<file path="src/tcg_pkg.sv">
package tcg_pkg;

	localparam logic [1:0] OP_FONT   = 2'd0;
	localparam logic [1:0] OP_CURSOR = 2'd1;
	localparam logic [1:0] OP_CHAR   = 2'd2;

	localparam logic [7:0] CHAR_CR = 8'd13;
	localparam logic [7:0] CHAR_LF = 8'd10;

	localparam logic [1:0] COL_8  = 2'd0;
	localparam logic [1:0] COL_16 = 2'd1;
	localparam logic [1:0] COL_24 = 2'd2;

	localparam logic [1:0] REG_WIDTH  = 2'd0;
	localparam logic [1:0] REG_HEIGHT = 2'd1;
	localparam logic [1:0] REG_MODE   = 2'd2;

	localparam logic [12:0] WIDTH_RESET  = 13'd640;
	localparam logic [12:0] HEIGHT_RESET = 13'd480;
	localparam logic [1:0]  MODE_RESET   = COL_16;

	typedef struct packed {
		logic [12:0] screen_width;
		logic [12:0] screen_height;
		logic [1:0]  colour_mode;
	} tcg_cfg_t;

	typedef struct packed {
		logic [11:0] pixel_x;
		logic [12:0] row_y;
		logic [23:0] draw_colour;
		logic        last_row;
	} tcg_meta_t;

	typedef struct packed {
		tcg_meta_t  meta;
		logic [7:0] row_mask;
	} tcg_word_t;

endpackage

</file>
<file path="src/tcg_out.sv">
module tcg_out
	import tcg_pkg::*;
(
	input  logic        clk,
	input  logic        arst_n,
	input  logic        push,
	input  tcg_meta_t   meta,
	input  logic [7:0]  rdata,
	output logic        space_ok,
	output logic        m_tvalid,
	input  logic        m_tready,
	output logic [63:0] m_tdata,
	output logic        m_tlast
);

	tcg_word_t  buf_q [2];
	logic       wr_ptr_q;
	logic       rd_ptr_q;
	logic [1:0] count_q;
	logic       pop;
	logic [2:0] occ;
	tcg_word_t  head;

	assign m_tvalid = (count_q != 2'd0);
	assign pop      = m_tvalid && m_tready;
	assign occ      = 3'(count_q) + 3'(push) - 3'(pop);
	assign space_ok = (occ <= 3'd1);
	assign head     = buf_q[rd_ptr_q];
	assign m_tdata  = {7'd0, head.meta.draw_colour, head.row_mask,
		head.meta.row_y, head.meta.pixel_x};
	assign m_tlast  = head.meta.last_row;

	always_ff @(posedge clk or negedge arst_n) begin
		if (!arst_n) begin
			wr_ptr_q <= 1'b0;
			rd_ptr_q <= 1'b0;
			count_q  <= 2'd0;
		end else begin
			if (push) begin
				wr_ptr_q <= ~wr_ptr_q;
			end
			if (pop) begin
				rd_ptr_q <= ~rd_ptr_q;
			end
			count_q <= 2'(occ);
		end
	end

	always_ff @(posedge clk) begin
		if (push) begin
			buf_q[wr_ptr_q] <= '{meta: meta, row_mask: rdata};
		end
	end

endmodule

</file>
<file path="config.mk">
export PLATFORM = sky130hd
export DESIGN_NAME = tcg_out
export DESIGN_NICKNAME = d
export VERILOG_FILES = /design/src/tcg_pkg.sv /design/src/tcg_out.sv
export SDC_FILE = /design/constraint.sdc
export NUM_CORES = 1
export LEC_CHECK = 0
export BUFFER_PORTS_ARGS = -buffer_cell sky130_fd_sc_hd__buf_4
export CORE_ASPECT_RATIO = 2
export CORE_MARGIN = 2
export CORE_UTILIZATION = 45
export DETAILED_ROUTE_END_ITERATION = 6
export PLACE_DENSITY_LB_ADDON = 0.1
export REMOVE_ABC_BUFFERS = 1
export SLEW_MARGIN = 40
export SYNTH_ARGS = -nofsm -noshare
export SYNTH_HDL_FRONTEND = slang
export SYNTH_SLANG_ARGS = --single-unit
</file>
<file path="constraint.sdc">
create_clock -name clk -period 4.3 [get_ports clk]
set_input_delay 1.075 -clock clk [delete_from_list [all_inputs] [get_ports clk]]
set_output_delay 1.075 -clock clk [all_outputs]
set_load 0.02 [all_outputs]
</file>
# Yosys cells after proc, flatten, opt, wreduce, memory -nomap -nowiden
# Memory sizes are Yosys's and may differ from the RTL's.
# Cells that the tools add are included.
dict set report word_totals {
  ff_bits 4
  latch_bits 0
  ramBits 116
  rom_bits 0
  input_bits 62
  output_inout_bits 67
  wordCells 13
  n_memories 1
}
dict set report op_classes {
  n_addsub 2
  n_mul 0
  div 0
  order_cmp 1
  n_eq_ne 0
  shift 0
  n_mux 2
  bitwise 2
  n_reduce_logical 2
}
# name words word_bits read_ports rd_clocked_by_memory_dff write_ports line_no
set mem_list {}
lappend mem_list {buf_q 2 58 1 0 1 tcg_out.sv:16} ;# tcg_word_t buf_q [2];
# op count
set ops {}
lappend ops {{$add A2 B1 Y3} 1}
lappend ops {{$le A3 B1 Y1 const B} 1}
lappend ops {{$sub A3 B1 Y3} 1}
lappend ops {{$mux W1} 2}
lappend ops {{$not A1 Y1} 2}
lappend ops {{$reduce_bool A2 Y1} 1}
lappend ops {{$logic_and A1 B1 Y1} 1}

# Longest topological paths before layout
# Gate-level depths: netlist of run 1.
dict set report depth {
  word_depth 4
  ltp_mapped 7
}

# Worst setup path after synthesis of run 1
# Ideal clock, no wire load.
dict set report synth_path {
  path_kind {input-to-reg}
  startpoint {input port push}
  endpoint {memory buf_q[0][0] (netlist name) (enable)}
  setup_ps 481
  t_arrival_ps 3633
  path_slack_ps 186
  cell_stages 1
  path_buffers 0
  cell_sequence {nor2b_1}
}
dict set report synth_via {
  elab_chain_cells 2
}
# element line_no
set synth_lines {}
lappend synth_lines {{from (decl)} tcg_out.sv:6} ;# input logic push,
lappend synth_lines {{$mux W1} tcg_out.sv:50} ;# if (push) begin
lappend synth_lines {{$mux W1 (implied by the code)} tcg_out.sv:51} ;# buf_q[wr_ptr_q] <= '{meta: meta, row_mask: rdata};
lappend synth_lines {{to (decl)} tcg_out.sv:16}
# Every way passes these cells.

# Final worst setup path of run 1
dict set report layout_path {
  startpoint {input port m_tready}
  endpoint {output port space_ok}
}
dict set report layout_via {
  elab_chain_cells 3
}
# element line_no
set layout_lines {}
lappend layout_lines {{from (decl)} tcg_out.sv:11} ;# input logic m_tready,
lappend layout_lines {{$logic_and A1 B1 Y1} tcg_out.sv:25} ;# assign pop = m_tvalid && m_tready;
lappend layout_lines {{named net pop} tcg_out.sv:20} ;# logic pop;
lappend layout_lines {{$sub A3 B1 Y3} tcg_out.sv:26} ;# assign occ = 3'(count_q) + 3'(push) - 3'(pop);
lappend layout_lines {{$le A3 B1 Y1} tcg_out.sv:27} ;# assign space_ok = (occ <= 3'd1);
lappend layout_lines {{to (decl)} tcg_out.sv:9} ;# output logic space_ok,
# The timed path passes the listed nets, and every way through them passes these cells.

==> results of run 1 <==
[stage by stage]
step            util  hold WS [ns]  cell area [µm²]
6_report       0.627         0.464             6120
5_1_grt        0.627         0.446             6120
4_1_cts        0.624         0.447             6090
3_5_place_dp   0.568         0.528             5550
3_3_place_gp   0.568         0.521             5550
2_1_floorplan      -         0.455             4410
[worst max-delay path, cell delays in order]
cell and delay [ns]:
buf_4 0.11, o21a_1 0.12, ha_1 0.28, inv_1 0.04, ha_1 0.19, fa_1 0.38
xnor2_1 0.13, nor2_1 0.09, buf_4 0.15
[synth_stat cells]
master      n  share of area
nor2_1      1        0.00083
buf_8       1         0.0033
o21a_1      1         0.0017
buf_6       2         0.0050
inv_1       4         0.0033
conb_1      1        0.00083
edfxtp_1  116           0.77
nand2_1     1        0.00083
fa_1        1         0.0044
buf_2       4         0.0044
dfrtp_1     4          0.022
xor2_1      2         0.0039
xnor2_1     1         0.0019
ha_1        2         0.0056
buf_4       7          0.012
mux2_4     10          0.033
mux2_2     48           0.12
and2_1      1         0.0014
nor2b_1     1         0.0014
[registers in the layout, summed over array words and instances (netlist names)]
signal / count
buf_q: 116
count_q: 2
rd_ptr_q: 1
wr_ptr_q: 1
[report_power, final]
group	total (µW)	internal, µW	switching [µW]
logic	1410	685	728
registers	1670	1560	116
clock network	1280	837	446
total	4370	3080	1290
[how the worst max path moves through the flow]
| stage | from | end | slack (ns) |
|---|---|---|---|
| floorplan | push | buf_q[0][0] | 0.19 |
| global placement | m_tready | space_ok | 0.71 |
| CTS | m_tready | space_ok | 0.62 |
| finish | m_tready | space_ok | 0.64 |
| detailed placement | m_tready | space_ok | 0.63 |
| global route | m_tready | space_ok | 0.56 |
[cells by family (layout without fill, tap and decap cells)]
logic type,count (synthesis),after routing,share of synthesized area
adders and majority gates,3,3,0.0100
xor gates and xnor gates,3,3,0.00584
buffers and inverters,18,163,0.0278
AOI/OAI and AO/OA,1,1,0.00167
muxes,58,58,0.153
DFF,120,120,0.796
and+or+nand+nor,4,4,0.00445
other,1,7,0.000833
[layout make-up]
cell class | instances | area [µm²] | area share
Clock buffer | 20 | 437 | 0.0713
Clock inverter | 12 | 109 | 0.0178
Inverter | 4 | 15.0 | 0.00245
Multi-Input combinational cell | 76 | 825 | 0.135
Sequential cell | 120 | 3580 | 0.586
Tap cell | 132 | 165 | 0.0270
Timing Repair Buffer | 127 | 986 | 0.161
[metal layers]
metal,vias to the layer above,part of all wire
li1,1069,-
met1,1106,0.36
met5,-,0
met2,86,0.55
met4,0,0.017
met3,11,0.068
==> results_dict.tcl, run 1 <==
set metrics [dict create \
    slew_viol_final 0 \
    grt_overflow_total 0 \
    netlist_area_mm2 0.00450 \
    r2r_start "count_q[1]" \
    grt_max_degree 33 \
    power_density_mw_per_mm2 714 \
    place_ws_ns 0.632 \
    status "completed" \
    r2r_cells 5 \
    drtPass1Iterations 4 \
    slew_headroom 0.482 \
    ys_ff_latch 120 \
    layout_common_cells "125 x buf_4, 116 x edfxtp_1, 48 x mux2_2, 17 x clkbuf_16, 10 x mux2_4" \
    cap_viol_max_count 0 \
    h-tree-depth 4 \
    synth.distinct_cells 19 \
    vias_per_cell 4.63 \
    ctsHoldBuffers 0 \
    grt_pass1_wl_um 12300 \
    final_cells 491 \
    synth_seq_area_share 0.796 \
    ios 129 \
    cp-start-kind "primary input" \
    io_buffers 121 \
    grt_use_total 0.157 \
    dp_hpwl_um 5350 \
    core_mm2 0.00976 \
    grt.busiest_layer "met2" \
    period_minus_slack_ns 3.66 \
    cts_root_buf "clkbuf_16" \
    finalNetCount 411 \
    start_util 0.461 \
    cts_tree "built" \
    postRouteAntennaNets 0 \
    synth_cells 208 \
    initialDrtViolationCount 83 \
    dieArea_mm2 0.0109 \
    crit_path_end_kind "primary output" \
    gp_congestion 0.706 \
    place_inst 458 \
    numCtsBuffers 17 \
    cts_resized 0 \
    hold_viol 0 \
    num_rows 51 \
    cp.required_ns 3.22 \
    post_drt_wl_per_cell_um 16.4 \
    p_leak_uw 0.00239 \
    rsz0062_at_grt "no" \
    met2_usage 0.271 \
    hp-class "primary input to async pin" \
    antenna_found_initial 0 \
    syn_to_final_growth_pct 36.0 \
    clock_sinks 120 \
    timing.setup.tns_ns 0 \
    met3_usage 0.0672 \
    die_y_um 145 \
    finalCritPeriodShare 0.851 \
    synth-warning-count 0 \
    die_width_um 74.7 \
    nFillCells 738 \
    cts_setup_buffers 0 \
    clockBufferDepth 2 \
    cp_data_arrival_time_ns 2.59 \
    path_class "primary input to primary output" \
    mostFrequentLayoutCell "buf_4" \
    dr_total_vias 2272 \
    antenna_cells 0 \
    grt_pass1_vias 2528 \
    insertion_delay_ns 0.39 \
    r2r_slack_ns 2.56 \
    max_freq_mhz 273 \
    drc 0 \
    timing.rr.end "count_q[1]" \
    skew_ns 0.00456 \
    drive_gt1_frac 0.596 \
    setup_viol 0 \
    wirelength_um 8030 \
    vdd_drop_max_mv 0.515 \
    crit_fanout 2 \
    grtUsageMet1 0.157 \
    clk_pin_slew_ns 0.05 \
    synth_area_per_cell_um2 21.6 \
    worst_slack_ns 0.639 \
    total_power_uw 4370 \
    tightest_slew_ns 0.777 \
]
(Power assumes the default switching activity.)
==> run 2, diff against run 1 <==
CORE_UTILIZATION = 51   (was 45)
==> run 2 against run 1 <==
Clock power rose by 5%. Critical path depth unchanged. Sequential cell count unchanged. Setup slack improved by 0.0086 ns. Sequential share of layout area increased by 0.49 points. Via count rose by 0.31%. Cell area shrank 0.84%.
==> results_dict.tcl, run 2 (synthesis results as in run 1) <==
set metrics [dict create \
    grt_pass1_vias 2478 \
    drtPass1Iterations 6 \
    power_frac_comb 0.317 \
    tightest_slew_ns 0.699 \
    cts_tree "built" \
    vdd_drop_max_mv 0.647 \
    setup_viol 0 \
    finalCritPeriodShare 0.849 \
    insertion_delay_ns 0.40 \
    final_cells 457 \
    grt_use_total 0.169 \
    max_freq_mhz 274 \
    cap_viol_max_count 0 \
    swShare 0.293 \
    ctsHoldBuffers 0 \
    initialDrtViolationCount 177 \
    core_mm2 0.00859 \
    postRouteAntennaNets 0 \
    grt_overflow_total 0 \
    cts_resized 0 \
    timing.rr.end "buf_q[1][17]" \
    io_buffers 121 \
    period_minus_slack_ns 3.65 \
    r2r_slack_ns 2.47 \
    largest_reg_flops 116 \
    crit_path_end_kind "primary output" \
    sequentialPowerShare 0.378 \
    slew_viol_final 0 \
    post_drt_wl_per_cell_um 17.3 \
    layout_common_cells "124 x buf_4, 116 x edfxtp_1, 48 x mux2_2, 17 x clkbuf_16, 10 x mux2_4" \
    cp-start-kind "primary input" \
    skew_ns 0.00539 \
    r2r_cells 2 \
    top_register "buf_q" \
    intPower_uw 3120 \
    r2r_start "wr_ptr_q" \
    largestRegisters "buf_q (116), count_q (2)" \
    power.share.clock 0.305 \
    dieArea_mm2 0.00964 \
    timing.setup.tns_ns 0 \
    switchingPower_uw 1290 \
    drive_gt1_frac 0.591 \
    die_y_um 137 \
    ios 129 \
    grt_max_degree 41 \
    place_inst 425 \
    gp_congestion 0.691 \
    vias_per_cell 4.99 \
    cp.required_ns 3.22 \
    cts_root_buf "clkbuf_16" \
    antenna_cells 0 \
    final_util 0.707 \
    status "completed" \
    dp_hpwl_um 5160 \
    clk_pin_slew_ns 0.05 \
    mostFrequentLayoutCell "buf_4" \
    start_util 0.524 \
    slew_headroom 0.534 \
    finalNetCount 409 \
    rsz0062_at_grt "no" \
    die_width_um 70.4 \
    cp_data_arrival_time_ns 2.58 \
    p_leak_uw 0.00238 \
    dr_total_vias 2279 \
    drc 0 \
    syn_to_final_growth_pct 34.8 \
    path_class "primary input to primary output" \
    numCtsBuffers 17 \
    fin_hold_ws_ns 0.458 \
    crit_fanout 2 \
    cts_setup_buffers 0 \
    hp-class "primary input to async pin" \
    clock_sinks 120 \
    antenna_found_initial 0 \
    power_density_mw_per_mm2 727 \
    hold_viol 0 \
    wirelength_um 7900 \
    h-tree-depth 4 \
    clockBufferDepth 2 \
    grt_pass1_wl_um 11800 \
    num_rows 48 \
]
-- run 2: cell count changes in the layout (fill, tap and decap cells not counted), sizes merged --
cell    change
clkinv      -1
bufinv      +1
buf         -2
-- run 2: area by class of cell --
| cell class | count | area (µm²) |
|---|---|---|
| inverter | 4 | 15.0 |
| fill | 595 | 2520 |
| clock buffer | 20 | 437 |
| sequential | 120 | 3580 |
| clock inverter | 12 | 133 |
| tap | 100 | 125 |
| multi-input combinational | 76 | 825 |
| timing repair buffer | 125 | 951 |
-- run 2: per-stage QoR --
step	area [µm²]	setup WS (ns)	total power [µW]
3_5_place_dp	5500	0.638	3110
3_3_place_gp	5500	0.717	3080
2_1_floorplan	4410	0.186	2540
4_1_cts	6070	0.634	4470
6_report	6070	0.648	4410
5_1_grt	6070	0.596	4600
-- run 2: critical path: stages --
cell and delay, ns:
buf_4 0.11, o21a_1 0.12, ha_1 0.28, inv_1 0.04, ha_1 0.19, fa_1 0.38, xnor2_1 0.17, nor2_1 0.06
buf_4 0.15
-- run 2: worst max-delay path by stage --
stage / cells after the start / endpoint / start
2_1_floorplan: 1 / buf_q[0][0] / push
3_3_place_gp: 9 / space_ok / m_tready
3_5_place_dp: 9 / space_ok / m_tready
4_1_cts: 9 / space_ok / m_tready
5_1_grt: 9 / space_ok / m_tready
6_report: 9 / space_ok / m_tready
-- run 2: metal layers --
layer  share of wire  wire length [µm]  track usage
met3           0.073               575       0.0700
met5               0                 0            0
met4           0.014               112       0.0737
met1            0.35              2730        0.173
met2            0.57              4480        0.300
-- run 2: power by group through the flow --
stage | logic (µW) | clock network (µW) | registers [µW]
4_1_cts | 1420 | 1370 | 1670
3_3_place_gp | 1400 | 0 | 1680
6_report | 1400 | 1350 | 1670
5_1_grt | 1480 | 1420 | 1690
2_1_floorplan | 825 | 0 | 1710
3_5_place_dp | 1420 | 0 | 1690
