[config.mk]
export PLATFORM = sky130hd
export DESIGN_NAME = tcg_ctrl
export DESIGN_NICKNAME = d
export VERILOG_FILES = /design/src/tcg_pkg.sv /design/src/tcg_ctrl.sv
export SDC_FILE = /design/constraint.sdc
export NUM_CORES = 1
export LEC_CHECK = 0
export BUFFER_PORTS_ARGS = -buffer_cell sky130_fd_sc_hd__buf_2
export CAP_MARGIN = 30
export CORE_MARGIN = 2
export CORE_UTILIZATION = 50
export CTS_CLUSTER_SIZE = 30
export DETAILED_ROUTE_END_ITERATION = 8
export PLACE_DENSITY = 0.85
export SLEW_MARGIN = 20
export SYNTH_ARGS = -nofsm -noshare
export SYNTH_HDL_FRONTEND = slang
export SYNTH_SLANG_ARGS = --single-unit
[constraint.sdc]
create_clock -name clk -period 5.4 [get_ports clk]
set_clock_uncertainty 0.05 [all_clocks]
set_input_delay 0.27 -clock clk [delete_from_list [all_inputs] [get_ports clk]]
set_output_delay 0.27 -clock clk [all_outputs]
set_load 0.02 [all_outputs]
[src/tcg_pkg.sv]
package tcg_pkg;

	localparam logic [1:0] OP_FONT   = 2'd0;
	localparam logic [1:0] OP_CURSOR = 2'd1;
	localparam logic [1:0] OP_CHAR   = 2'd2;

	localparam logic [7:0] CHAR_CR = 8'd13;
	localparam logic [7:0] CHAR_LF = 8'd10;

	localparam logic [1:0] COL_8  = 2'd0;
	localparam logic [1:0] COL_16 = 2'd1;
	localparam logic [1:0] COL_24 = 2'd2;

	localparam logic [1:0] REG_WIDTH  = 2'd0;
	localparam logic [1:0] REG_HEIGHT = 2'd1;
	localparam logic [1:0] REG_MODE   = 2'd2;

	localparam logic [12:0] WIDTH_RESET  = 13'd640;
	localparam logic [12:0] HEIGHT_RESET = 13'd480;
	localparam logic [1:0]  MODE_RESET   = COL_16;

	typedef struct packed {
		logic [12:0] screen_width;
		logic [12:0] screen_height;
		logic [1:0]  colour_mode;
	} tcg_cfg_t;

	typedef struct packed {
		logic [11:0] pixel_x;
		logic [12:0] row_y;
		logic [23:0] draw_colour;
		logic        last_row;
	} tcg_meta_t;

	typedef struct packed {
		tcg_meta_t  meta;
		logic [7:0] row_mask;
	} tcg_word_t;

endpackage

[src/tcg_ctrl.sv]
module tcg_ctrl
	import tcg_pkg::*;
#(
	parameter int FONT_CHARS = 256,
	parameter int GLYPH_ROWS = 16,
	parameter int COORD_BITS = 12
) (
	input  logic                    clk,
	input  logic                    arst_n,
	input  logic                    in_valid,
	output logic                    in_ready,
	input  logic [1:0]              opcode,
	input  logic [11:0]             font_address,
	input  logic [7:0]              font_byte,
	input  logic [11:0]             start_x,
	input  logic [11:0]             start_y,
	input  logic [7:0]              char_code,
	input  logic [23:0]             colour,
	input  tcg_cfg_t                cfg,
	input  logic                    space_ok,
	output logic                    ram_we,
	output logic [$clog2(FONT_CHARS*GLYPH_ROWS)-1:0] ram_waddr,
	output logic [7:0]              ram_wdata,
	output logic                    ram_re,
	output logic [$clog2(FONT_CHARS*GLYPH_ROWS)-1:0] ram_raddr,
	output logic                    rd_valid_s1,
	output tcg_meta_t               meta_s1
);

	localparam int DEPTH = FONT_CHARS * GLYPH_ROWS;
	localparam int AW    = $clog2(DEPTH);
	localparam int CB    = (FONT_CHARS > 1) ? $clog2(FONT_CHARS) : 1;
	localparam int RW    = $clog2(GLYPH_ROWS);
	localparam int CW    = COORD_BITS + 1;
	localparam int PXW   = (COORD_BITS < 12) ? COORD_BITS : 12;
	localparam int LW    = ((CW > 13) ? CW : 13) + 2;

	typedef enum logic [1:0] {
		ST_IDLE,
		ST_RENDER,
		ST_WRAP
	} state_t;

	state_t          state_q;
	logic [CW-1:0]   cur_x_q;
	logic [CW-1:0]   cur_y_q;
	logic [RW-1:0]   row_q;
	logic [AW-1:0]   base_q;
	logic [23:0]     colour_q;

	logic [CB-1:0]   char_mod [256];
	logic            accept;
	logic            issue;
	logic [23:0]     colour_masked;
	logic signed [LW-1:0] xs, xl, ys, yl;
	logic            x_wrap;
	logic            y_wrap;
	logic [CW-1:0]   y_after_x;

	for (genvar i = 0; i < 256; i++) begin : g_mod
		assign char_mod[i] = CB'(i % FONT_CHARS);
	end

	assign in_ready  = (state_q == ST_IDLE);
	assign accept    = in_valid && in_ready;
	assign issue     = (state_q == ST_RENDER) && space_ok;

	assign ram_we    = accept && (opcode == OP_FONT) && (32'(font_address) < DEPTH);
	assign ram_waddr = AW'(font_address);
	assign ram_wdata = font_byte;
	assign ram_re    = issue;
	assign ram_raddr = AW'(base_q + AW'(row_q));

	always_comb begin
		case (cfg.colour_mode)
			COL_8:   colour_masked = {16'd0, colour[7:0]};
			COL_16:  colour_masked = {8'd0, colour[15:0]};
			default: colour_masked = colour;
		endcase
	end

	assign xs        = LW'(cur_x_q);
	assign xl        = LW'(cfg.screen_width) - LW'(8);
	assign x_wrap    = (xs >= xl);
	assign y_after_x = x_wrap ? CW'(cur_y_q + CW'(GLYPH_ROWS)) : cur_y_q;
	assign ys        = LW'(y_after_x);
	assign yl        = LW'(cfg.screen_height) - LW'(8);
	assign y_wrap    = (ys >= yl);

	always_ff @(posedge clk or negedge arst_n) begin
		if (!arst_n) begin
			state_q     <= ST_IDLE;
			cur_x_q     <= '0;
			cur_y_q     <= '0;
			row_q       <= '0;
			base_q      <= '0;
			colour_q    <= '0;
			rd_valid_s1 <= 1'b0;
			meta_s1     <= '0;
		end else begin
			rd_valid_s1 <= issue;
			if (issue) begin
				meta_s1.pixel_x     <= 12'(cur_x_q[PXW-1:0]);
				meta_s1.row_y       <= 13'(CW'(cur_y_q + CW'(row_q)));
				meta_s1.draw_colour <= colour_q;
				meta_s1.last_row    <= (row_q == RW'(GLYPH_ROWS - 1));
			end
			unique case (state_q)
				ST_IDLE: begin
					if (accept) begin
						case (opcode)
							OP_CURSOR: begin
								cur_x_q <= CW'(start_x);
								cur_y_q <= CW'(start_y);
							end
							OP_CHAR: begin
								colour_q <= colour_masked;
								if (char_code == CHAR_CR) begin
									cur_x_q <= '0;
									state_q <= ST_WRAP;
								end else if (char_code == CHAR_LF) begin
									cur_y_q <= CW'(cur_y_q + CW'(GLYPH_ROWS));
									state_q <= ST_WRAP;
								end else begin
									base_q  <= AW'(char_mod[char_code] * GLYPH_ROWS);
									row_q   <= '0;
									state_q <= ST_RENDER;
								end
							end
							default: ;
						endcase
					end
				end
				ST_RENDER: begin
					if (issue) begin
						row_q <= RW'(row_q + RW'(1));
						if (row_q == RW'(GLYPH_ROWS - 1)) begin
							cur_x_q <= CW'(cur_x_q + CW'(8));
							state_q <= ST_WRAP;
						end
					end
				end
				ST_WRAP: begin
					cur_x_q <= (x_wrap || y_wrap) ? '0 : cur_x_q;
					cur_y_q <= y_wrap ? '0 : y_after_x;
					state_q <= ST_IDLE;
				end
				default: state_q <= ST_IDLE;
			endcase
		end
	end

endmodule

After elaboration in Yosys (flattened, before gate mapping)
Memory sizes are Yosys's and may differ from the RTL's. A register that Yosys moved wholly into a read port is not among the register bits.
Index checks and enable logic that the tools add are counted.
W data, S select, Z words.

word-level totals
  memories kept = 1
  ROM bits = 2,048
  register bits = 107
  input port bits = 110
  output and inout port bits = 86

memory list
  name              words  bits a word  rd ports  clocked after memory_dff  wr ports  line             text
  (name not given)  256    8            1         1                         0         tcg_ctrl.sv:125  base_q <= AW'(char_mod[char_code] * GLYPH_ROWS);

cells by class
  muxes and demuxes = 28
  eq/ne operators = 19
  add/sub/neg operators = 7
  magnitude comparators = 2
  bitwise operators = 3
  reduce and logical (&&, ||, !) cells = 17

operators with widths
  cell                     count
  $mux W13                 10
  $pmux W13 S2             3
  $pmux W24 S2             1
  $pmux W13 S3             1
  $ge A14 B14 Y1           2
  $sub A13 B4 Y14 const B  2
  $mux W4                  5
  $eq A8 B4 Y1 const B     2
  $add A13 B4 Y13          1
  $add A13 B4 Y13 const B  1
  $add A13 B5 Y13 const B  1
  $add A12 B4 Y12          1
  $mux W2                  6
  $reduce_and A5 Y1        2
  $ne A3 B3 Y1 const B     3
  $not A8 Y9               1
  $ne A2 B2 Y1 const B     4
  $pmux W4 S2              1
  $reduce_and A7 Y1        1
  $eq A2 B1 Y1 const B     3
  $logic_not A2 Y1         3
  $ne A2 B1 Y1 const B     3
  $reduce_and A6 Y1        1
  $add A4 B1 Y4 const B    1
  other kinds (12)         17

Logic depth before layout (Yosys ltp)
Gate-level depths: netlist of the first run.

  word-level depth = 7
  depth in mapped cells = 23

Worst setup path after synthesis of the first run
Ideal clock, no wire load.

  path type = input -> register
  from = input port cfg[20] (netlist bit)
  to = register cur_x_q[3]
  slack = 844 ps
  library setup time = 125 ps
  path buffers = 2
  data required time = 5,225 ps
  arrival = 4,381 ps
  cell stages on the path = 21
  cell sequence = or3_4 > nor3_1 > nand2b_1 > nor4_1 > xnor2_1 > ha_1 > o21ai_0 > nor2_1 > a221oi_1 > and2_1 > buf_2 > buf_6 > nor2_1 > xor2_1 > ha_1 > a21oi_1 > o21ai_0 > a221o_2 > a21o_2 > o21ai_4 > mux2_4

on the way
  longest elaborated chain between the ends = 7

RTL lines
  item                                    line             text
  start: declaration                      tcg_ctrl.sv:19   input tcg_cfg_t cfg,
  $sub A13 B4 Y14 (*)                     tcg_ctrl.sv:83   assign xl = LW'(cfg.screen_width) - LW'(8);
  $ge A14 B14 Y1 (*)                      tcg_ctrl.sv:84   assign x_wrap = (xs >= xl);
  $mux W13                                tcg_ctrl.sv:85   assign y_after_x = x_wrap ? CW'(cur_y_q + CW'(GLYPH_ROWS)) : cur_y_q;
  $ge A14 B14 Y1                          tcg_ctrl.sv:88   assign y_wrap = (ys >= yl);
  $logic_or A1 B1 Y1 (*)                  tcg_ctrl.sv:144  cur_x_q <= (x_wrap || y_wrap) ? '0 : cur_x_q;
  $ne A2 B2 Y1 (no source line) (*)       -
  $reduce_and A7 Y1 (no source line) (*)  -
  end signal: assignment                  tcg_ctrl.sv:113  cur_x_q <= CW'(start_x);
  end signal: assignment                  tcg_ctrl.sv:138  cur_x_q <= CW'(cur_x_q + CW'(8));
  end signal: assignment                  tcg_ctrl.sv:144
  end: declaration                        tcg_ctrl.sv:45   logic [CW-1:0] cur_x_q;

Every way passes the cells marked *; elsewhere a longest branch is shown, timed or not.
A chain may end at the register's enable or synchronous reset.

Worst setup path after layout of the first run
  from = input port cfg[20] (netlist bit)
  to = register cur_x_q[0]

The elaborated chain is that of the path after synthesis.

==> metrics.md, run 1 <==
| Metric | Value |
|---|---|
| Top cell type's share of synthesized area | 42.5% |
| FF-to-FF setup slack | around 1.2 ns |
| Static leakage | 3.97 nW |
| Clock-pin slew on the worst setup and hold paths | 0.05 ns |
| Starting Density | approximately half |
| GRT Overall Usage | 24.1% |
| DRT antenna net count | 0 |
| Peak supply drop | roughly 0.3 mV |
| DRT Pass-1 Iters | 5 |
| CP Depth | 20 |
| Worst setup EP type | flip-flop |
| Later-pin clock latency in the skew report | 0.42 ns |
| Root Buffer | clkbuf_16 |
| Row count | 42 |
| Least-Margin Pin Slew | 0.851 ns |
| Final worst slack | 0.686 ns |
| CTS Buffer Depth | 2 |
| Die W | ~120 um |
| Fraction of the cycle the final worst path needs | 87.3% |
| Height of the die | 120 um |
| Max Cap Viol | 0 |
| Layout net count | just under 1000 |
| Total CTS buffers | 17 |
| Total grt overflow | 0 |
| Setup Crit Path Kind | input pin to flip-flop |
| Worst Path Arrival | 5.00 ns |
| Routed via count | 5632 |
| Fraction of registers with async set/reset | 100% |
| Final wirelength | 16800 um |
| Met1 usage | 30.0% |
| GRT busiest layer | met2 |
| Worst EP required | 5.68 ns |
| Mapped Nets | 848 |
| Fin. Hold Viols | 0 |
| Met3 usage | 8.73% |
| TritonCTS Sinks | 115 |
| EDFF count, synth | 0 |
| Post-place setup slack | 0.340 ns |
| Top Ports | 196 |
| Max_slew headroom | 43.1% |
| Critical Path Max Stage Delay | 0.46 ns |
| Synth area leaders | dfrtp_1, mux2_2, ha_1 |
| Vias in the first global route | 5539 |
| Antenna diodes | 0 |
| R2R Path Start | cur_x_q[7] |
| RSZ-0062 raised after global routing | false |
| R2r endpoint | cur_x_q[0] |
| Largest net degree at the start of global routing | 59 |
| CP top delay family | simple AND/OR/NAND/NOR gates |
| Register area share after synthesis | 42.5% |
| Synth cell types | 65 |
| PwrDens | 558 nW/um^2 |
| Origin of the worst min-delay path | colour[1] |
| DR vias/cell | 5.55 |
| Area of the core | between 10000 and 15000 um^2 |
| Share of layout cells above drive strength 1 | 31.1% |
| Wirelength per Cell | between 15 and 20 um |
| #FFs+latches synth | 115 |
| Iteration-0 DRC Markers | 474 |
| CTS H-tree lvls | 4 |
| Final hold slack | about 0.036 ns |
| Cell Area, Synth | 6770 um^2 |
| DRC Markers | 0 |
| Hold Crit Class | input pin to flip-flop |
| Gp weighted congestion | 0.949 |
| Final Setup Violations | 0 |
| CTS tree | yes |
| Placed cells | 980 |
| Path depth of the worst reg2reg path | 14 |
| Met2 Use GR | 38.7% |
| Post-route minimum period | 4.71 ns |
| Cells after Synth | about 700 |
| Synth Area per Inst | about 9.7 um^2 |
| Port buffer count | ~160 |
| Max Clock Freq | approximately 0.21 GHz |
| Final count of pins violating max slew | 0 |
| Worst setup path start | cfg[20] |
| Cell taking the most area after synthesis | dfrtp_1 |
| Post-CTS Setup Inserts | 0 |
| Worst Setup EP | cur_x_q[0] |
| Area grow syn2layout | 21.2% |
| Die area | 14500 um^2 |
| Critical Path, Cell by Cell | buf_2 -> or3_4 -> nor3_1 -> nand2b_1 -> nor4_1 -> xnor2_1 -> ha_1 -> o21ai_0 -> nor2_1 -> a221oi_1 -> and2_1 -> buf_4 -> xnor2_1 -> ha_1 -> nor3_1 -> nor4b_2 -> a21oi_4 -> buf_4 -> a211oi_4 -> mux2i_1 |
| Post-Route Setup TNS | 0 ns |
| Finished Layout Cells | between 1000 and 1500 |
| Ys flop type | dfrtp_1 |
| Worst Setup Start Kind | input pin |
| Antenna violations before repair | 0 |
| Top fanout value on the critical path | 17 |
| CP bufs+invs | 3 |
| First-pass GRT wire length | 27300 um |
| Status | complete, no violations |
| Slowest cell on crit path | nor4b_2 |
| Dpl hpwl | between 10000 and 15000 um |
| Synth warnings | 0 |
[worst reg2reg max path, delay by kind of cell (launching register included)]
kind,cells,cell delay (ns)
AO/OA/AOI/OAI,5,1.21
AND/OR/NAND/NOR,3,0.87
adder cells (fa/ha/maj),2,0.64
buffers and inverters,2,0.54
flip-flops,1,0.43
multiplexers,1,0.24
XOR/XNOR,1,0.12
[final cells by class]
type                            count  area (um^2)
Timing Repair Buffer              165          876
Multi-Input combinational cell    491         3440
Fill cell                        1136         5040
Clock inverter                     11          173
Sequential cell                   115         2880
Inverter                           35          131
Tap cell                          176          220
Clock buffer                       21          480
[cell families (layout without fill, tap and decap cells)]
group | count (synthesis) | in the layout | share of synthesized area [%]
mux | 50 | 50 | 8.36
fa+ha+maj | 40 | 40 | 7.51
compound gates | 160 | 160 | 15.5
xor+xnor | 38 | 38 | 4.92
buf+inv | 92 | 232 | 6.66
simple gates | 203 | 203 | 14.5
flops | 115 | 115 | 42.5
[synth_stat cells, drive strengths merged (2+ instances only)]
| master | instances |
|---|---|
| nor3b | 4 |
| buf | 29 |
| nand2b | 4 |
| mux2 | 46 |
| inv | 35 |
| o22ai | 8 |
| a31oi | 3 |
| or3 | 4 |
| a221o | 2 |
| a22o | 3 |
| a2111oi | 3 |
| and3 | 8 |
| a211oi | 11 |
| nor3 | 14 |
| and3b | 3 |
| dfrtp | 115 |
| nor4 | 8 |
| o31ai | 2 |
| nor2b | 3 |
| a21o | 7 |
| xnor2 | 28 |
| ha | 39 |
| mux2i | 4 |
| o211ai | 8 |
| nand2 | 84 |
| nor2 | 43 |
| xor2 | 10 |
| o41a | 2 |
| nand3 | 15 |
| a22oi | 6 |
| nand4b | 2 |
| o21ai | 69 |
| nor4b | 2 |
| o2bb2ai | 3 |
| nand4 | 5 |
| clkbuf | 28 |
| a21oi | 27 |
[power by group]
part / leakage, nW / switching (mW) / internal [mW]
logic: 2.18 / 1.09 / 0.755
clock network: 0.308 / 0.409 / 0.823
registers: 1.48 / 0.282 / 1.22
total: 3.97 / 1.78 / 2.80
[worst min-delay path by stage]
stage | cells after the start | slack (ns) | to
floorplan | 0 | -0.08 | base_q[10]
global placement | 1 | 0.32 | meta_s1[12]
detailed placement | 1 | 0.31 | meta_s1[12]
CTS | 2 | 0.01 | colour_q[7]
global route | 2 | 0.02 | colour_q[1]
finish | 2 | 0.04 | colour_q[1]
[layout by cell type, fill, tap and decap left out, types with 3 or more instances in the layout]
cell        instances
a21oi_1            25
clkbuf_8            4
a31oi_1             3
nor2_1             42
mux2i_1             3
and3b_1             3
o2bb2ai_1           3
nor3_1             14
nor2b_1             3
o211ai_1            8
o22ai_1             8
xnor2_1            28
mux2_2             44
a211oi_1            8
xor2_1             10
and3_1              8
buf_2             154
dfrtp_1           115
clkbuf_16          17
a22o_1              3
a22oi_1             6
nor4_1              6
o21ai_0            57
inv_1              35
nand3_1            15
nand2_1            83
nand2b_1            4
a21o_1              6
bufinv_16           4
nand4_1             5
buf_4               9
nor3b_1             4
clkinvlp_4          4
or3_1               3
o21ai_1            11
ha_1               39
[what timing repair did]
action                                  CTS  global route
hold buffers                              1             0
endpoints found under the setup margin    0             0
gates resized for setup                   0             0
endpoints found under the hold margin    57             0
[stage by stage]
stage	power, mW	utilization [%]	area, um^2
2_1_floorplan	2.79	-	6770
3_3_place_gp	3.26	56.7	7510
3_5_place_dp	3.33	56.7	7510
4_1_cts	4.59	61.7	8170
5_1_grt	4.89	61.9	8200
6_report	4.58	61.9	8200
[registers in the layout, indices dropped and copies added, names as in the netlist]
name and flops:
cur_x_q 13, row_q 4, colour_q 24, base_q 8
rd_valid_s1 1, cur_y_q 13, state_q 2, meta_s1 50
[per-layer routing]
| metal | vias up | share of wire, % |
|---|---|---|
| li1 | 2698 | - |
| met1 | 2675 | 41 |
| met2 | 234 | 48 |
| met3 | 25 | 9.1 |
| met4 | 0 | 1.6 |
| met5 | - | 0 |
Note: power is estimated with default switching activity, not from simulation.
==> inputs of run 2 (changes only) <==
--- a/config.mk
+++ b/config.mk
@@ -9,6 +9,7 @@
 export CAP_MARGIN = 30
 export CORE_MARGIN = 2
 export CORE_UTILIZATION = 50
+export CTS_BUF_LIST = sky130_fd_sc_hd__clkbuf_8
 export CTS_CLUSTER_SIZE = 30
 export DETAILED_ROUTE_END_ITERATION = 8
 export PLACE_DENSITY = 0.85
==> run 2 against run 1 <==
Against the previous run: non-clock buffer count rose by 12; count of clock-buffer cells in the layout did not move; highest routed layer unchanged; critical path type unchanged; combinational power barely moved; clock power fell by 24%; largest power group unchanged; via count rose by 0.39%; final cell count rose by 1.2%.
==> metrics.md, run 2 (synthesis results as in run 1) <==
| Metric | Value |
|---|---|
| Status | complete, no violations |
| Total grt overflow | 0 |
| Row count | 42 |
| Post-route minimum period | ~4.7 ns |
| Clock-pin slew on the worst setup and hold paths | 0.07 ns |
| DRT Pass-1 Iters | 7 |
| Worst Path Arrival | 5.01 ns |
| Finished Cell Area | between 8000 and 9000 um^2 |
| Most frequent cells in the layout | buf_2, dfrtp_1, nand2_1 |
| Worst Setup Start Kind | input pin |
| CTS Buffer Depth | 2 |
| Filler cells | 1129 |
| TritonCTS Sinks | 115 |
| Later-pin clock latency in the skew report | about 0.45 ns |
| Top Ports | 196 |
| Hold Crit Class | input pin to flip-flop |
| Largest net degree at the start of global routing | slightly below 60 |
| Critical Path Max Stage Delay | 0.53 ns |
| Area grow syn2layout | 20.2% |
| Total CTS buffers | 17 |
| Wirelength per Cell | 16.4 um |
| Largest register FFs | 50 |
| Slowest cell on crit path | nor4b_2 |
| Die area | 14500 um^2 |
| Share of layout cells above drive strength 1 | 30.7% |
| CTS tree | yes |
| Port buffer count | 155 |
| Max_slew headroom | 43.4% |
| Fraction of the cycle the final worst path needs | 87.0% |
| Static leakage | approximately 3.9 nW |
| Fin. Hold Viols | 0 |
| Most common cell after layout, fill and taps aside | buf_2 |
| Iteration-0 DRC Markers | 415 |
| First-pass GRT wire length | about 27000 um |
| Area of the core | 13200 um^2 |
| Gp weighted congestion | ~0.95 |
| Multi-input logic area | 3440 um^2 |
| Setup Crit Path Kind | input pin to flip-flop |
| GRT busiest layer | met2 |
| Final Setup Violations | 0 |
| GRT Overall Usage | between 20% and 30% |
| RSZ-0062 raised after global routing | false |
| Layout net count | 987 |
| Antenna diodes | 0 |
| Seq. cell area | 2880 um^2 |
| Post-Route Setup TNS | 0 ns |
| Post-place instance area | 7510 um^2 |
| CTS H-tree lvls | 4 |
| Final wirelength | 16900 um |
| Max Cap Viol | 0 |
| PwrDens | 526 nW/um^2 |
| Critical Path, Cell by Cell | buf_2 -> or3_4 -> nor3_1 -> nand2b_1 -> nor4_1 -> xnor2_1 -> ha_1 -> o21ai_0 -> nor2_1 -> a221oi_1 -> and2_1 -> nor2_1 -> xor2_1 -> ha_1 -> nand4_1 -> nor4b_2 -> a21oi_4 -> buf_4 -> a211oi_4 -> mux2i_1 |
| Vias in the first global route | 5583 |
| Met1 usage | 30.2% |
| Starting Density | 51.1% |
| Met3 usage | 9.25% |
| Least-Margin Pin Slew | approximately 0.85 ns |
| Final count of pins violating max slew | 0 |
| Top fanout value on the critical path | 10 |
| Max Clock Freq | 0.213 GHz |
| Routed via count | about 5700 |
| Worst setup EP type | flip-flop |
| Biggest register | meta_s1 |
| Worst EP required | 5.72 ns |
| Final Util | 61.4% |
| DRC Markers | 0 |
| Height of the die | 120 um |
| Met2 Use GR | 38.4% |
| Peak supply drop | 0.288 mV |
| Root Buffer | clkbuf_8 |
| Antenna violations before repair | 0 |
| Die W | 120 um |
| Largest regs | meta_s1 (50), colour_q (24) |
| Tot Pwr | about 4.3 mW |
| Dpl hpwl | around 12000 um |
| DRT antenna net count | 0 |
| DR vias/cell | 5.51 |
## run 2: what timing repair did
action / 4_1_cts / 5_1_grt
endpoints found under the hold margin: 69 / 0
buffers inserted: 0 / 0
gates resized for setup: 0 / 0
hold buffers: 13 / 0
## run 2: final cells by class
| type | instances | area share, % |
|---|---|---|
| clock buffer | 21 | 3.55 |
| clock inverter | 11 | 2.12 |
| inverter | 35 | 1.62 |
| multi-input combinational | 491 | 42.4 |
| sequential | 115 | 35.4 |
| tap | 176 | 2.71 |
| timing repair buffer | 177 | 12.2 |
## run 2: worst paths after layout
| kind | from | to | slack [ns] | cells past startpoint |
|---|---|---|---|---|
| setup / recovery | cfg[20] | cur_x_q[0] | 0.70 | 20 |
| hold / removal | colour[16] | colour_q[16] | 0.02 | 3 |
| setup reg to reg | cur_x_q[7] | cur_x_q[0] | 1.21 | 14 |
| hold reg to reg | meta_s1[30] | meta_s1[30] | 0.43 | 2 |
| max in group asynchronous | arst_n | meta_s1[48] | 3.71 | 3 |
| min in group asynchronous | arst_n | colour_q[11] | 0.36 | 2 |
## run 2: metal layers
layer / vias up / wire length (um)
met5: - / 0
met2: 258 / 7970
met4: 0 / 285
met1: 2653 / 6850
li1: 2717 / -
met3: 26 / 1740
## run 2: power breakdown
| part | internal, mW | switching [mW] | leakage, nW |
|---|---|---|---|
| clock network | 0.554 | 0.374 | 0.221 |
| logic | 0.761 | 1.09 | 2.23 |
| registers | 1.22 | 0.278 | 1.48 |
| total | 2.53 | 1.74 | 3.93 |
## run 2: worst max-delay path, delay by kind of cell
family                   cells  cell delay, ns
AND/OR/NAND/NOR              9            2.25
multiplexers                 1            0.24
adder cells (fa/ha/maj)      2            0.60
XOR/XNOR                     2            0.33
buffers and inverters        2            0.35
AO/OA/AOI/OAI                4            0.97
## run 2: stage by stage
stage                     cells  setup WS, ns  hold slack, ns
after floorplan             698         0.844         -0.0756
after global placement      980         0.527           0.320
after detailed placement    980         0.340           0.315
after CTS                  1025         0.756         0.00124
after global routing       1026         0.271        0.000318
final                      1026         0.702          0.0206
==> inputs of run 3 (changes only) <==
--- a/config.mk
+++ b/config.mk
@@ -12,7 +12,9 @@
 export CTS_BUF_LIST = sky130_fd_sc_hd__clkbuf_8
 export CTS_CLUSTER_SIZE = 30
 export DETAILED_ROUTE_END_ITERATION = 8
+export GPL_TIMING_DRIVEN = 0
 export PLACE_DENSITY = 0.85
+export REMOVE_ABC_BUFFERS = 1
 export SLEW_MARGIN = 20
 export SYNTH_ARGS = -nofsm -noshare
 export SYNTH_HDL_FRONTEND = slang
==> constraint.sdc (replaced) <==
create_clock -name clk -period 4.66 [get_ports clk]
set_clock_uncertainty 0.05 [all_clocks]
set_input_delay 0.233 -clock clk [delete_from_list [all_inputs] [get_ports clk]]
set_output_delay 0.233 -clock clk [all_outputs]
set_load 0.02 [all_outputs]
==> run 3 against run 2 <==
Against the previous run: worst setup slack worse by 0.54 ns; first-iteration DRC count up 19%; non-clock buffer count up 23; flip-flop and latch count unchanged; global-route usage up 0.80 points; clock power down 2.7%; total power up 15%; critical path type unchanged; largest cell class unchanged; largest power group unchanged; highest routed layer unchanged.
==> metrics.md, run 3 (synthesis results as in run 1) <==
| Metric | Value |
|---|---|
| Comb power frac | 46.3% |
| Dpl hpwl | approximately 12000 um |
| DR vias/cell | 5.59 |
| Worst setup EP type | flip-flop |
| P_int | 2.77 mW |
| Largest regs | meta_s1 (50), colour_q (24) |
| Port buffer count | 155 |
| Top Ports | 196 |
| Finished Cell Area | 8380 um^2 |
| Height of the die | ~120 um |
| Max Clock Freq | approximately 0.22 GHz |
| Tot Pwr | 4.92 mW |
| Switch Pwr | roughly 2.2 mW |
| Layout net count | slightly above 1000 |
| DRC Markers | 0 |
| Routed via count | between 5000 and 6000 |
| Gp weighted congestion | slightly above 0.8 |
| Clock network power share | 18.4% |
| Area of the core | 13200 um^2 |
| First-pass GRT wire length | 28500 um |
| Area grow syn2layout | 23.9% |
| Static leakage | 4.03 nW |
| TritonCTS Sinks | approximately 120 |
| Post-place instance area | between 7000 and 8000 um^2 |
| Switching Share | around 44% |
| FF-to-FF setup slack | 0.53 ns |
| Vias in the first global route | 5834 |
| Worst setup path start | cfg[20] |
| Slowest cell on crit path | a221o_2 |
| PwrDens | 588 nW/um^2 |
| Final Setup Violations | 0 |
| Largest net degree at the start of global routing | 63 |
| Post-route minimum period | 4.50 ns |
| Root Buffer | clkbuf_8 |
| DRT Pass-1 Iters | 6 |
| Starting Density | 51.1% |
| CTS Buffer Depth | 2 |
| Worst EP required | between 4 and 5 ns |
| Most common cell after layout, fill and taps aside | buf_2 |
| Met2 wire len | 8740 um |
| Worst Path Arrival | 4.77 ns |
| Final worst slack | 0.161 ns |
| Final wirelength | 18100 um |
| Path depth of the worst reg2reg path | 15 |
| Most frequent cells in the layout | buf_2, dfrtp_1, nand2_1 |
| Worst Setup Start Kind | input pin |
| Critical Path, Cell by Cell | buf_2 -> or3_4 -> nor3_2 -> nand2b_1 -> nor4_2 -> xnor2_1 -> ha_1 -> o21ai_0 -> nor4_1 -> o21ai_1 -> and2_4 -> nor2_1 -> xor2_1 -> ha_1 -> a21oi_1 -> o21ai_0 -> a221o_2 -> a21o_2 -> o21ai_4 -> mux2_4 |
| WL met3 | 1310 um |
| WL met1 | 7800 um |
| Critical Path Max Stage Delay | 0.45 ns |
| Antenna violations before repair | 0 |
| DR top layer | met4 |
| R2R Path Start | cur_x_q[7] |
| Clock-pin slew on the worst setup and hold paths | 0.09 ns |
| Biggest register | meta_s1 |
| CTS H-tree lvls | 4 |
| Die area | 14500 um^2 |
| Later-pin clock latency in the skew report | ~0.44 ns |
| DRT antenna net count | 0 |
| Max_slew headroom | 39.6% |
| Row count | 42 |
| Die W | 120 um |
| Placed cells | 975 |
| Max Cap Viol | 0 |
| Finished Layout Cells | roughly 1100 |
| Least-Margin Pin Slew | ~0.90 ns |
| CP Depth | 20 |
| R2r endpoint | cur_x_q[4] |
| Setup Crit Path Kind | input pin to flip-flop |
| Wirelength per Cell | 17.2 um |
| Antenna diodes | 0 |
| CTS tree | yes |
| Post-place setup slack | -1.21 ns |
| Share of layout cells above drive strength 1 | a little under a third |
| Largest register FFs | 50 |
| Top fanout value on the critical path | 5 |
| Worst Setup EP | cur_x_q[4] |
| Iteration-0 DRC Markers | between 400 and 500 |
| Hold Crit Class | input pin to flip-flop |
| Sequential Power Share | around a third |
| Total CTS buffers | 17 |
| Peak supply drop | between 0.2 and 0.3 mV |
| Fin. Hold Viols | 0 |
| CP top delay family | simple AND/OR/NAND/NOR gates |
| Total grt overflow | 0 |
| Final hold slack | 0.00872 ns |
| Fraction of the cycle the final worst path needs | slightly below 100% |
| GRT Overall Usage | 24.8% |
| Status | complete, no violations |
| Final count of pins violating max slew | 0 |
| CP bufs+invs | 1 |
[run 3: through the flow]
step,setup TNS (ns),utilization [%]
2_1_floorplan,-1.50,-
3_3_place_gp,-25.02,56.2
3_5_place_dp,-27.94,56.8
4_1_cts,0,62.5
5_1_grt,-0.0832,63.3
6_report,0,63.3
[run 3: power groups by stage]
stage,clock network (mW),registers [mW],logic (mW)
2_1_floorplan,0,1.94,1.20
3_3_place_gp,0,1.71,2.02
3_5_place_dp,0,1.74,2.11
4_1_cts,0.911,1.73,2.21
5_1_grt,0.970,1.79,2.50
6_report,0.904,1.74,2.28
[run 3: area by class of cell]
class / instances / area [um^2]
timing repair buffer: 200 / 1230
tap: 176 / 220
inverter: 35 / 131
clock inverter: 15 / 145
sequential: 115 / 2880
clock buffer: 17 / 234
fill: 1087 / 4860
multi-input combinational: 495 / 3540
[run 3: layer usage]
layer	global-route usage [%]	up-vias
met5	0	-
met4	7.92	0
met3	5.28	29
met2	42.2	244
met1	31.8	2825
li1	-	2791
[run 3: repair_timing]
item,in CTS,in global routing
buffers inserted,5,5
endpoints found under the hold margin,82,1
pin swaps,2,3
gates cloned,2,2
hold buffers,30,1
resized for setup,5,6
endpoints found under the setup margin,26,26
[run 3: worst min-delay path by stage]
stage | startpoint | endpoint | slack, ns | cells past startpoint
final | char_code[2] | base_q[6] | 0.009 | 2
after global placement | colour_q[14] | colour_q[14] | 0.41 | 2
after CTS | char_code[4] | base_q[8] | 0.002 | 2
after global routing | char_code[2] | base_q[6] | 0.005 | 2
after floorplan | arst_n | base_q[10] | -0.11 | 0
after detailed placement | arst_n | base_q[6] | 0.16 | 1
